$ cat src/hdl/inode_bitmap_allocator_unit_assert.svh
// Assertion macros shared by the inode bitmap allocator RTL.
`ifndef INODE_BITMAP_ALLOCATOR_UNIT_ASSERT_SVH
`define INODE_BITMAP_ALLOCATOR_UNIT_ASSERT_SVH

// Same-cycle implication, disabled while reset is asserted.
`define IBMA_ASSERT_NOW(lbl, ante, cons, msg) \
    lbl: assert property (@(posedge aclk) disable iff (!aresetn) (ante) |-> (cons)) \
        else $error(msg);

// Next-cycle implication, disabled while reset is asserted.
`define IBMA_ASSERT_NEXT(lbl, ante, cons, msg) \
    lbl: assert property (@(posedge aclk) disable iff (!aresetn) (ante) |=> (cons)) \
        else $error(msg);

`endif

$ cat src/hdl/ibma_pkg.sv
// Shared constants, codes, types and functions of the inode bitmap allocator.
package ibma_pkg;

    localparam int unsigned NUM_SLOTS_DEF = 1024;
    localparam int unsigned WORD_W        = 32;
    localparam int unsigned BIT_W         = 5;
    localparam int unsigned ID_W          = 10;
    localparam int unsigned TOTAL_W       = 11;
    localparam int unsigned TOTAL_MAX     = (1 << TOTAL_W) - 1;

    localparam logic [TOTAL_W-1:0] TOTAL_RESET = TOTAL_W'(1024);
    localparam logic [ID_W-1:0]    ROOT_RESET  = '0;

    // Command codes.
    localparam logic [1:0] CMD_FORMAT = 2'd0;
    localparam logic [1:0] CMD_ALLOC  = 2'd1;
    localparam logic [1:0] CMD_FREE   = 2'd2;
    localparam logic [1:0] CMD_QUERY  = 2'd3;

    // Status codes.
    localparam logic [2:0] ST_OK      = 3'd0;
    localparam logic [2:0] ST_RANGE   = 3'd1;
    localparam logic [2:0] ST_NONE    = 3'd2;
    localparam logic [2:0] ST_ALREADY = 3'd3;
    localparam logic [2:0] ST_BAD     = 3'd4;

    // Configuration register indexes.
    localparam logic REG_TOTAL = 1'b0;
    localparam logic REG_ROOT  = 1'b1;

    // Outcome of scanning one bitmap word for a free slot.
    typedef struct packed {
        logic             hit;
        logic [BIT_W-1:0] bit_idx;
    } scan_res_t;

    // Priority encoder: lowest set bit of a word.
    function automatic scan_res_t lowest_set(input logic [WORD_W-1:0] vec);
        scan_res_t res;
        res.hit     = 1'b0;
        res.bit_idx = '0;
        for (int i = WORD_W - 1; i >= 0; i--) begin
            if (vec[i]) begin
                res.hit     = 1'b1;
                res.bit_idx = BIT_W'(i);
            end
        end
        return res;
    endfunction

endpackage

$ cat src/hdl/inode_bitmap_allocator_unit.sv
// Top level of the inode bitmap allocator: sequencer, counters and ports.
//
//   Channel   Direction  Handshake            Payload
//   s_        in         s_valid / s_ready    s_cmd, s_inode_id
//   m_        out        m_valid / m_ready    m_status, m_result_id, m_used_bit,
//                                             m_free_count
//   cfg_      in         cfg_valid / cfg_ready cfg_index, cfg_data
//
// The bitmap lives in a RAM of WORDS = ceil(NUM_SLOTS/32) words of 32 bits. One request
// is processed at a time. Allocate scans one word per cycle through a shared priority
// encoder; format sweeps every word once; free and query go through the registered RAM
// read port. After reset the block sweeps the RAM clear before s_ready rises.
// A finished result sits in the output register until taken, while the block already
// accepts the next request; configuration writes are taken in every cycle.
module inode_bitmap_allocator_unit #(
    parameter int unsigned NUM_SLOTS = ibma_pkg::NUM_SLOTS_DEF
) (
    input  logic                          aclk,
    input  logic                          aresetn,

    input  logic                          s_valid,
    output logic                          s_ready,
    input  logic [1:0]                    s_cmd,
    input  logic [ibma_pkg::ID_W-1:0]     s_inode_id,

    output logic                          m_valid,
    input  logic                          m_ready,
    output logic [2:0]                    m_status,
    output logic [ibma_pkg::ID_W-1:0]     m_result_id,
    output logic                          m_used_bit,
    output logic [ibma_pkg::TOTAL_W-1:0]  m_free_count,

    input  logic                          cfg_valid,
    output logic                          cfg_ready,
    input  logic                          cfg_index,
    input  logic [ibma_pkg::TOTAL_W-1:0]  cfg_data
);

    localparam int unsigned WORDS = (NUM_SLOTS + ibma_pkg::WORD_W - 1) / ibma_pkg::WORD_W;
    localparam int unsigned AW    = (WORDS > 1) ? $clog2(WORDS) : 1;
    localparam int unsigned CLAMP = (NUM_SLOTS > ibma_pkg::TOTAL_MAX) ?
                                    ibma_pkg::TOTAL_MAX : NUM_SLOTS;
    localparam logic [AW-1:0] LAST_WORD = AW'(WORDS - 1);
    localparam int unsigned TW = ibma_pkg::TOTAL_W;
    localparam int unsigned IW = ibma_pkg::ID_W;
    localparam int unsigned BW = ibma_pkg::BIT_W;
    localparam int unsigned WW = ibma_pkg::WORD_W;

    typedef enum logic [2:0] {
        S_CLEAR,
        S_IDLE,
        S_SCAN,
        S_READ,
        S_EVAL,
        S_DONE
    } state_t;

    // Configuration registers.
    logic [TW-1:0] total_reg;
    logic [IW-1:0] root_reg;

    // Sequencer and datapath registers.
    state_t        state_reg,      state_next;
    logic [AW-1:0] addr_reg,       addr_next;
    logic [AW-1:0] eval_addr_reg,  eval_addr_next;
    logic          eval_v_reg,     eval_v_next;
    logic          fmt_reg,        fmt_next;
    logic [1:0]    op_reg,         op_next;
    logic [IW-1:0] id_reg,         id_next;
    logic [TW-1:0] count_reg,      count_next;
    logic [2:0]    res_status_reg, res_status_next;
    logic [IW-1:0] res_id_reg,     res_id_next;
    logic          res_bit_reg,    res_bit_next;

    // Output register.
    logic          m_valid_reg,    m_valid_next;
    logic [2:0]    m_status_reg,   m_status_next;
    logic [IW-1:0] m_id_reg,       m_id_next;
    logic          m_bit_reg,      m_bit_next;
    logic [TW-1:0] m_count_reg,    m_count_next;

    // Bitmap RAM and scan unit.
    logic          ram_wr_en;
    logic [AW-1:0] ram_wr_addr;
    logic [WW-1:0] ram_wr_data;
    logic [WW-1:0] ram_rd_data;
    ibma_pkg::scan_res_t scan_res;

    logic [TW-1:0] eff_total;
    logic [TW:0]   count_inc;
    logic          slot_bit;

    // The effective total never exceeds the number of physical slots.
    assign eff_total = (total_reg > TW'(CLAMP)) ? TW'(CLAMP) : total_reg;
    assign count_inc = {1'b0, count_reg} + (TW+1)'(1);
    assign slot_bit  = ram_rd_data[id_reg[BW-1:0]];

    assign s_ready   = (state_reg == S_IDLE);
    assign cfg_ready = 1'b1;

    assign m_valid      = m_valid_reg;
    assign m_status     = m_status_reg;
    assign m_result_id  = m_id_reg;
    assign m_used_bit   = m_bit_reg;
    assign m_free_count = m_count_reg;

    ibma_ram #(
        .WIDTH (WW),
        .DEPTH (WORDS),
        .ADDR_W(AW)
    ) u_map (
        .aclk   (aclk),
        .wr_en  (ram_wr_en),
        .wr_addr(ram_wr_addr),
        .wr_data(ram_wr_data),
        .rd_addr(addr_reg),
        .rd_data(ram_rd_data)
    );

    ibma_scan #(
        .AW(AW)
    ) u_scan (
        .word_data(ram_rd_data),
        .word_addr(eval_addr_reg),
        .eff_total(eff_total),
        .result   (scan_res)
    );

    // Configuration writes are accepted in every cycle.
    always_ff @(posedge aclk) begin
        if (!aresetn) begin
            total_reg <= ibma_pkg::TOTAL_RESET;
            root_reg  <= ibma_pkg::ROOT_RESET;
        end else if (cfg_valid) begin
            case (cfg_index)
                ibma_pkg::REG_TOTAL: total_reg <= cfg_data;
                ibma_pkg::REG_ROOT:  root_reg  <= cfg_data[IW-1:0];
                default: ;
            endcase
        end
    end

    always_comb begin
        state_next      = state_reg;
        addr_next       = addr_reg;
        eval_addr_next  = eval_addr_reg;
        eval_v_next     = eval_v_reg;
        fmt_next        = fmt_reg;
        op_next         = op_reg;
        id_next         = id_reg;
        count_next      = count_reg;
        res_status_next = res_status_reg;
        res_id_next     = res_id_reg;
        res_bit_next    = res_bit_reg;
        m_valid_next    = m_valid_reg;
        m_status_next   = m_status_reg;
        m_id_next       = m_id_reg;
        m_bit_next      = m_bit_reg;
        m_count_next    = m_count_reg;
        ram_wr_en       = 1'b0;
        ram_wr_addr     = addr_reg;
        ram_wr_data     = '0;

        if (m_valid_reg && m_ready) begin
            m_valid_next = 1'b0;
        end

        case (state_reg)
            // Sweep every word; a format also plants the root bit on the way.
            S_CLEAR: begin
                ram_wr_en = 1'b1;
                if (fmt_reg && (res_status_reg == ibma_pkg::ST_OK) &&
                    (addr_reg == AW'(root_reg >> BW))) begin
                    ram_wr_data = WW'(1) << root_reg[BW-1:0];
                end
                if (addr_reg == LAST_WORD) begin
                    addr_next  = '0;
                    state_next = fmt_reg ? S_DONE : S_IDLE;
                end else begin
                    addr_next = addr_reg + AW'(1);
                end
            end

            S_IDLE: begin
                if (s_valid) begin
                    op_next = s_cmd;
                    id_next = s_inode_id;
                    case (s_cmd)
                        ibma_pkg::CMD_FORMAT: begin
                            fmt_next    = 1'b1;
                            addr_next   = '0;
                            res_id_next = root_reg;
                            if ({1'b0, root_reg} < eff_total) begin
                                res_status_next = ibma_pkg::ST_OK;
                                res_bit_next    = 1'b1;
                                count_next      = eff_total - TW'(1);
                            end else begin
                                res_status_next = ibma_pkg::ST_RANGE;
                                res_bit_next    = 1'b0;
                                count_next      = eff_total;
                            end
                            state_next = S_CLEAR;
                        end
                        ibma_pkg::CMD_ALLOC: begin
                            if (count_reg == '0) begin
                                res_status_next = ibma_pkg::ST_NONE;
                                res_id_next     = '0;
                                res_bit_next    = 1'b0;
                                state_next      = S_DONE;
                            end else begin
                                addr_next   = '0;
                                eval_v_next = 1'b0;
                                state_next  = S_SCAN;
                            end
                        end
                        default: begin
                            res_id_next = s_inode_id;
                            if ({1'b0, s_inode_id} >= eff_total) begin
                                res_status_next = ibma_pkg::ST_RANGE;
                                res_bit_next    = 1'b0;
                                state_next      = S_DONE;
                            end else begin
                                addr_next  = AW'(s_inode_id >> BW);
                                state_next = S_READ;
                            end
                        end
                    endcase
                end
            end

            // One word is read per cycle while the previous one is searched.
            S_SCAN: begin
                addr_next      = (addr_reg == LAST_WORD) ? addr_reg : addr_reg + AW'(1);
                eval_addr_next = addr_reg;
                eval_v_next    = 1'b1;
                if (eval_v_reg) begin
                    if (scan_res.hit) begin
                        ram_wr_en       = 1'b1;
                        ram_wr_addr     = eval_addr_reg;
                        ram_wr_data     = ram_rd_data | (WW'(1) << scan_res.bit_idx);
                        count_next      = count_reg - TW'(1);
                        res_status_next = ibma_pkg::ST_OK;
                        res_id_next     = IW'({eval_addr_reg, scan_res.bit_idx});
                        res_bit_next    = 1'b1;
                        state_next      = S_DONE;
                    end else if (eval_addr_reg == LAST_WORD) begin
                        res_status_next = ibma_pkg::ST_BAD;
                        res_id_next     = '0;
                        res_bit_next    = 1'b0;
                        state_next      = S_DONE;
                    end
                end
            end

            S_READ: begin
                state_next = S_EVAL;
            end

            S_EVAL: begin
                if (op_reg == ibma_pkg::CMD_QUERY) begin
                    res_status_next = ibma_pkg::ST_OK;
                    res_bit_next    = slot_bit;
                end else if (!slot_bit) begin
                    res_status_next = ibma_pkg::ST_ALREADY;
                    res_bit_next    = 1'b0;
                end else begin
                    ram_wr_en       = 1'b1;
                    ram_wr_data     = ram_rd_data & ~(WW'(1) << id_reg[BW-1:0]);
                    count_next      = (count_inc > {1'b0, eff_total}) ?
                                      eff_total : count_inc[TW-1:0];
                    res_status_next = ibma_pkg::ST_OK;
                    res_bit_next    = 1'b0;
                end
                state_next = S_DONE;
            end

            // Hand the result to the output register once it is free.
            S_DONE: begin
                if (!m_valid_reg || m_ready) begin
                    m_valid_next  = 1'b1;
                    m_status_next = res_status_reg;
                    m_id_next     = res_id_reg;
                    m_bit_next    = res_bit_reg;
                    m_count_next  = count_reg;
                    fmt_next      = 1'b0;
                    state_next    = S_IDLE;
                end
            end

            default: begin
                state_next = S_IDLE;
            end
        endcase
    end

    always_ff @(posedge aclk) begin
        if (!aresetn) begin
            state_reg   <= S_CLEAR;
            addr_reg    <= '0;
            eval_v_reg  <= 1'b0;
            fmt_reg     <= 1'b0;
            count_reg   <= '0;
            m_valid_reg <= 1'b0;
        end else begin
            state_reg      <= state_next;
            addr_reg       <= addr_next;
            eval_addr_reg  <= eval_addr_next;
            eval_v_reg     <= eval_v_next;
            fmt_reg        <= fmt_next;
            op_reg         <= op_next;
            id_reg         <= id_next;
            count_reg      <= count_next;
            res_status_reg <= res_status_next;
            res_id_reg     <= res_id_next;
            res_bit_reg    <= res_bit_next;
            m_valid_reg    <= m_valid_next;
            m_status_reg   <= m_status_next;
            m_id_reg       <= m_id_next;
            m_bit_reg      <= m_bit_next;
            m_count_reg    <= m_count_next;
        end
    end

    // A request is never accepted in two consecutive cycles.
    `include "inode_bitmap_allocator_unit_assert.svh"

    `IBMA_ASSERT_NEXT(a_busy_after_accept, s_valid && s_ready, !s_ready, "accepted back to back")

    // "None free" is only reported with an empty free count.
    `IBMA_ASSERT_NOW(a_none_means_empty, m_valid_reg && (m_status_reg == ibma_pkg::ST_NONE), m_count_reg == '0, "none free with nonzero count")

    // A request that fails never reports its slot as used.
    `IBMA_ASSERT_NOW(a_fail_not_used, m_valid_reg && (m_status_reg != ibma_pkg::ST_OK), !m_bit_reg, "failed request reports a used slot")

endmodule

$ cat src/hdl/ibma_ram.sv
// Generic single-write, single-read RAM with registered read data.
module ibma_ram #(
    parameter int unsigned WIDTH  = 32,
    parameter int unsigned DEPTH  = 32,
    parameter int unsigned ADDR_W = (DEPTH > 1) ? $clog2(DEPTH) : 1
) (
    input  logic              aclk,
    input  logic              wr_en,
    input  logic [ADDR_W-1:0] wr_addr,
    input  logic [WIDTH-1:0]  wr_data,
    input  logic [ADDR_W-1:0] rd_addr,
    output logic [WIDTH-1:0]  rd_data
);

    logic [WIDTH-1:0] mem [DEPTH];

    always_ff @(posedge aclk) begin
        if (wr_en) begin
            mem[wr_addr] <= wr_data;
        end
        rd_data <= mem[rd_addr];
    end

endmodule

$ cat src/hdl/ibma_scan.sv
// Free-slot search over one bitmap word, bounded by the effective total.
module ibma_scan #(
    parameter int unsigned AW = 5
) (
    input  logic [ibma_pkg::WORD_W-1:0]  word_data,
    input  logic [AW-1:0]                word_addr,
    input  logic [ibma_pkg::TOTAL_W-1:0] eff_total,
    output ibma_pkg::scan_res_t          result
);

    localparam int unsigned SW = AW + ibma_pkg::BIT_W;
    localparam int unsigned CW = ((SW > ibma_pkg::TOTAL_W) ? SW : ibma_pkg::TOTAL_W) + 1;

    logic [CW-1:0]               base;
    logic [CW-1:0]               limit;
    logic [CW-1:0]               remain;
    logic [ibma_pkg::WORD_W-1:0] mask;

    // Only slots below the effective total may be handed out.
    always_comb begin
        base   = CW'({word_addr, {ibma_pkg::BIT_W{1'b0}}});
        limit  = CW'(eff_total);
        remain = limit - base;
        if (limit <= base) begin
            mask = '0;
        end else if (remain >= CW'(ibma_pkg::WORD_W)) begin
            mask = '1;
        end else begin
            mask = (ibma_pkg::WORD_W'(1) << remain[ibma_pkg::BIT_W-1:0])
                   - ibma_pkg::WORD_W'(1);
        end
        result = ibma_pkg::lowest_set(~word_data & mask);
    end

endmodule

$ cat config.mk
export PLATFORM = sky130hd
export DESIGN_NAME = inode_bitmap_allocator_unit
export DESIGN_NICKNAME = d
export VERILOG_FILES = /design/src/hdl/ibma_pkg.sv /design/src/hdl/inode_bitmap_allocator_unit.sv /design/src/hdl/ibma_ram.sv /design/src/hdl/ibma_scan.sv
export VERILOG_INCLUDE_DIRS = /design/src /design/src/hdl
export SDC_FILE = /design/constraint.sdc
export NUM_CORES = 1
export LEC_CHECK = 0
export ABC_AREA = 1
export BUFFER_PORTS_ARGS = -buffer_cell sky130_fd_sc_hd__buf_4
export CORE_ASPECT_RATIO = 1.4
export CORE_MARGIN = 4
export CORE_UTILIZATION = 40
export DETAILED_ROUTE_END_ITERATION = 8
export HOLD_SLACK_MARGIN = 0.08
export PLACE_DENSITY = 0.63
export SLEW_MARGIN = 0
export SYNTH_ARGS = -nofsm -noshare
export SYNTH_HDL_FRONTEND = slang
export SYNTH_SLANG_ARGS = --single-unit
$ cat constraint.sdc
create_clock -name aclk -period 6.69 [get_ports aclk]
set_clock_uncertainty 0.05 [all_clocks]
set_input_delay 1.0035 -clock aclk [delete_from_list [all_inputs] [get_ports aclk]]
set_output_delay 1.0035 -clock aclk [all_outputs]
set_load 0.01 [all_outputs]
After elaboration in Yosys (flattened, before gate mapping)
Memories as Yosys holds them, arrays and structs flattened. A register that Yosys moved wholly into a read port is not among the register bits.
Cells that the tools add are included.
- register bits after elaboration: 94
- RAM bits: 1024
- bits of input ports: 29
- output and inout bits: 28
- word-level logic and storage cells: 212
- memories: 1
- add/subtract/negate cells: 6
- magnitude comparators: 7
- eq/ne operators: 26
- shift operators: 4
- multiplexer cells: 119
- bitwise gates (word level): 6
- reductions and logical operators: 25
- memory list (memory ; words ; width ; read ports ; clocked after Yosys merged registers in ; write ports ; RTL line ; source):
    u_map.mem ; 32 ; 32 ; 1 ; 1 ; 1 ; ibma_ram.sv:15 ; logic [WIDTH-1:0] mem [DEPTH];
- operators with widths (kind ; count):
    $mux W32 ; 7
    $mux W6 ; 32
    $shl A1 B5 Y32 const A ; 4
    $mux W11 ; 9
    $pmux W32 S3 ; 1
    $and A32 B32 Y32 ; 2
    $not A32 Y32 ; 2
    $mux W10 ; 5
    $mux W3 ; 15
    $mux W5 ; 8
    $pmux W10 S2 ; 2
    $pmux W11 S3 ; 1
    $or A32 B32 Y32 ; 1
    $sub A32 B2 Y32 const B ; 1
    $mux W1 ; 25
    $sub A11 B1 Y11 const B ; 2
    $ne A2 B2 Y1 const B ; 9
    $pmux W3 S6 ; 1
    $pmux W5 S3 ; 1
    $reduce_and A7 Y1 ; 2
    $add A11 B1 Y12 const B ; 1
    $ge A12 B6 Y1 const B ; 1
    $gt A12 B11 Y1 ; 1
    $pmux W3 S2 ; 2
    38 further kinds ; 58

Longest topological paths before layout
- depth in word-level cells: 45
- gate-level depth with buffers: 52
- mapped depth without buffers: 51

By module
A second synthesis with hierarchy kept.
- cells, all modules: 5016
- area total of the unflattened synthesis: 51614.5 sq um
- by module, submodules not included (module ; instances ; cells each ; area an instance (sq um) ; sequential area each (sq um)):
    ibma_ram ; 1 ; 3536 ; 42405.7 ; 31390.1
    inode_bitmap_allocator_unit ; 1 ; 1115 ; 7390.8 ; 2392.3
    ibma_scan ; 1 ; 365 ; 1818.0 ; 0.0

Worst setup path before layout
OpenSTA, ideal clock, no wires.
- path type: reg-to-reg
- start: register total_reg[3]
- end: memory u_map.mem[31][0], enable pin
- library setup time: 0.421 ns
- arrival time: 5.859 ns
- data required time: 6.219 ns
- path slack: 0.360 ns
- stages on the path, launching flop included: 29
- buffers on the path: 4
- period minus slack after synthesis: 6.330 ns
- cell sequence: dfxtp_1 > buf_4 > nor2_1 > nand3_1 > o21bai_2 > nand2_1 > ha_1 > fa_1 > o21ai_0 > a21oi_1 > nand3_1 > a21oi_1 > nand2_1 > inv_1 > buf_2 > buf_1 > nand2_1 > nand3_1 > nand2_1 > nor2_1 > nand2_1 > nor2_1 > nand2_1 > nand2_1 > nor2_1 > buf_2 > o21ai_0 > nand3_1 > nor2_1
- word-level cells in the longest chain between the ends: 45
- elaborated cells between the ends (all ways): 50
- classes of those cells: add/sub (2); order compare (3); shift (1); mux (43); bitwise (1)
- ends and longest elaborated chain (what ; RTL line ; source):
    start, declared ; inode_bitmap_allocator_unit.sv:59 ; logic [TW-1:0] total_reg;
    start signal, assigned ; inode_bitmap_allocator_unit.sv:132 ; total_reg <= ibma_pkg::TOTAL_RESET;
    start signal, assigned ; inode_bitmap_allocator_unit.sv:136 ; ibma_pkg::REG_TOTAL: total_reg <= cfg_data;
    $gt A11 B11 Y1 ; inode_bitmap_allocator_unit.sv:94 ; assign eff_total = (total_reg > TW'(CLAMP)) ? TW'(CLAMP) : total_reg;
    $mux W11 * ; inode_bitmap_allocator_unit.sv:94 ;
    $sub A11 B10 Y12 ; ibma_scan.sv:23 ; remain = limit - base;
    $shl A1 B5 Y32 ; ibma_scan.sv:29 ; mask = (ibma_pkg::WORD_W'(1) << remain[ibma_pkg::BIT_W-1:0])
    $sub A32 B2 Y32 ; ibma_scan.sv:30 ; - ibma_pkg::WORD_W'(1);
    $mux W32 ; ibma_scan.sv:26 ; end else if (remain >= CW'(ibma_pkg::WORD_W)) begin
    $mux W32 * ; ibma_scan.sv:24 ; if (limit <= base) begin
    $and A32 B32 Y32 * ; ibma_scan.sv:32 ; result = ibma_pkg::lowest_set(~word_data & mask);
    $mux W6 (31 in a row) ; ibma_pkg.sv:43 ; if (vec[i]) begin
    $mux W6 * ; ibma_pkg.sv:43 ;
    $mux W1 ; inode_bitmap_allocator_unit.sv:237 ; if (scan_res.hit) begin
    $mux W1 ; inode_bitmap_allocator_unit.sv:236 ; if (eval_v_reg) begin
    $pmux W1 S3 ; inode_bitmap_allocator_unit.sv:168 ; case (state_reg)
    $mux W1 ; ibma_ram.sv:18 ; if (wr_en) begin
    $mux W1 (not written as such) ; ibma_ram.sv:19 ; mem[wr_addr] <= wr_data;
    end, declared ; ibma_ram.sv:15 ;
Mark *: on every way between the ends. The rest lies on a longest branch, timed or not.

Worst setup path after layout
- start: register total_reg[0]
- end: memory u_map.mem[12][7], enable pin
Same word-level chain as after synthesis.

==> impl_metrics.env <==
export IMPL_insertion_delay_ns=0.75
export IMPL_clk_pin_slew_worst_paths_ns=0.07
export IMPL_placementRows=151
export IMPL_drc=0
export IMPL_endpoint_kind="flop"
export IMPL_crit_end="u_map.mem[12][7]"
export IMPL_cts_buffer_depth=3
export IMPL_rsz0062_at_grt="no"
export IMPL_syn_avg_cell_area_um2=11.60
export IMPL_hold_buffers=0
export IMPL_synthTopCellsByCount="edfxtp_1, nor2_1, o21ai_0"
export IMPL_power_density_nw_per_um2=385.7
export IMPL_drv_cap=0
export IMPL_final_cell_count_no_fill=5979
export IMPL_num_nets_final=4354
export IMPL_setup_violations=0
export IMPL_root_buffer="clkbuf_16"
export IMPL_multiInputGateArea_um2=13780
export IMPL_cts_max_level=3
export IMPL_cpPeakStageDelay_ns=0.75
export IMPL_numCtsBuffers=102
export IMPL_grt_pass1_wl_um=229200
export IMPL_dpl_cell_count=5784
export IMPL_io_pins=57
export IMPL_status="finished, final reports clean"
export IMPL_die_area_um2=128200
export IMPL_regMostFlops="u_map.mem"
export IMPL_seq_area_um2=33790
export IMPL_max_slew_margin=0.2783
export IMPL_critPathKind="reg2reg"
export IMPL_syn_area_um2=48970
export IMPL_ir_drop_uv=335.7
export IMPL_dieHeight_um=422
export IMPL_worstPathMaxFanout=18
export IMPL_gp_congestion=0.9899
export IMPL_fin_crit_sh=0.9199
export IMPL_grtUsageTotal=0.2377
export IMPL_drt_pre_antenna_iters=9
export IMPL_grt_pass1_vias=34236
export IMPL_synth_edf_count=1075
export IMPL_slowest_stage="nor2_4"
export IMPL_yosysTopAreaCellShare=0.6592
export IMPL_initial_core_util=0.4037
export IMPL_hold_path_class="reg2reg"
export IMPL_power_mw=21.57
export IMPL_fin_crit_ns=6.154
export IMPL_crit_start="total_reg[0]"
export IMPL_crit_top_cell="nand2_1"
export IMPL_synth_cell_types=56
export IMPL_tightestPinTransition_ns=1.083
export IMPL_clock_fmax_mhz=162.5
export IMPL_synth_area_leaders="edfxtp_1, o21ai_0, nor2_1"
export IMPL_ys_seq_elements=1150
export IMPL_ys_flop_type="edfxtp_1"
export IMPL_vias=36018
export IMPL_crit_required_ns=7.06
export IMPL_cts_tree="built"
export IMPL_yosysMostFrequentCell="edfxtp_1"
export IMPL_wl_per_cell_um=26.40
export IMPL_synth_cells=4223
export IMPL_async_reset_ff_frac=0
export IMPL_vias_per_cell=6.024
export IMPL_largest_reg_flops=1024
export IMPL_rr_endpoint="u_map.mem[12][7]"
export IMPL_synth_largest_area_cell="edfxtp_1"
export IMPL_yosys_warnings=0
export IMPL_timing_hold_violations_final=0
export IMPL_nFillCells=10931
export IMPL_portBuffers=55
export IMPL_gr_total_overflow=0
export IMPL_worst_r2r_setup_slack_ns=0.54
export IMPL_die_x_um=303.7
export IMPL_fp_coreArea_um2=121300
export IMPL_holdWs_ns=0.3712
export IMPL_antenna_left=0
export IMPL_drive_above_1_share=0.1093
export IMPL_routed_wl_um=157900
export IMPL_r2r_cells=29
export IMPL_dr_first_iter_drc_count=4103
export IMPL_grt_max_degree=192
export IMPL_dp_hpwl_um=90710
export IMPL_area_delta_synth_final_pct=14.22
export IMPL_fin_tns_setup_ns=0
export IMPL_reg_top3="u_map.mem: 1024 flops, u_map.rd_data: 32 flops"
export IMPL_r2r_start="total_reg[0]"
export IMPL_synth_nets=4290
export IMPL_seq_area_frac_synth=0.6898
export IMPL_power_leakage_nw=17.88
export IMPL_antenna_found_initial=0
export IMPL_worstPathArrival_ns=6.52
export IMPL_cp_start_kind="flop"
export IMPL_cts_sink_count=1150
export IMPL_final_max_slew_viol_count=0
[report_power, final]
part | internal (mW) | total [mW] | switching, mW
Sequential | 8.71 | 9.25 | 0.534
Combinational | 1.74 | 6.45 | 4.71
Clock | 3.25 | 5.88 | 2.63
[per-stage QoR]
stage | setup slack, ns | utilization | area, um2
finish | 0.5359 | 0.4612 | 55930
global placement | 0.1637 | 0.4334 | 52560
floorplan | 0.3602 | - | 48970
CTS | 0.1997 | 0.4607 | 55880
global route | 0.03364 | 0.4611 | 55930
detailed placement | 0.2450 | 0.4334 | 52560
[layout by cell type (no fill, tap or decap), types with 4 or more instances in the layout]
cell type,n
a211oi_1,9
a21oi_1,89
a221oi_1,4
a31oi_1,66
a32oi_1,25
buf_12,51
buf_4,177
bufinv_16,7
clkbuf_1,27
clkbuf_16,103
clkbuf_8,12
clkinv_1,19
clkinv_2,14
dfxtp_1,71
edfxtp_1,1075
ha_1,37
inv_1,151
inv_2,12
inv_6,4
nand2_1,328
nand2_2,11
nand3_1,178
nand3_2,4
nand4_1,27
nor2_1,760
nor2_2,5
nor2_4,43
nor3_1,16
nor4_1,6
o211ai_1,13
o21ai_0,676
o21bai_1,9
o221ai_1,192
o22ai_1,79
o311ai_0,4
o31ai_1,4
xor2_1,13
[what timing repair did]
item                       in CTS  in global routing
setup buffers                   0                  5
resized for setup               0                  4
setup endpoints to repair       0                573
[area by class of cell]
class                   instances  area share
clock buffers                 142     0.05084
well taps                    1606     0.03592
flip-flops and latches       1150      0.6042
clock inverters                47    0.008523
multi-input cells            2631      0.2463
inverters                     174     0.01219
diodes                          1  0.00004474
repair buffers                228     0.04201
[metal layers]
layer	up-vias	wire, um	track usage
met5	-	0	0
met4	0	7971	0.1154
met3	410	11650	0.02931
met2	1858	77960	0.4076
met1	18001	60270	0.2989
li1	15749	-	-
[critical path: cells and delay by family (launching register included)]
kind	cells	cell delay (ns)
fa+ha+maj	1	0.29
simple gates	14	2.42
flops	1	0.32
buf+inv	7	1.40
compound gates	7	1.29
[worst min-delay path by stage]
stage | start | end | slack, ns | depth (start not counted)
after CTS | s_inode_id[0] | id_reg[0] | 0.37 | 1
final | res_id_reg[5] | m_result_id[5] | 0.37 | 0
after floorplan | res_id_reg[0] | m_result_id[0] | 0.35 | 0
after global routing | res_id_reg[5] | m_result_id[5] | 0.39 | 0
after global placement | res_bit_reg | m_used_bit | 0.35 | 0
after detailed placement | res_id_reg[5] | m_result_id[5] | 0.36 | 0
[cell families after synthesis]
family	Yosys count	synth area share
adders and majority gates	38	0.009862
xor gates and xnor gates	13	0.002325
DFF	1150	0.6898
other	1	0.00007658
AOI/OAI and AO/OA	1188	0.1455
and+or+nand+nor	1391	0.1178
buffers and inverters	442	0.03452
Note: power is estimated with default switching activity, not from simulation.
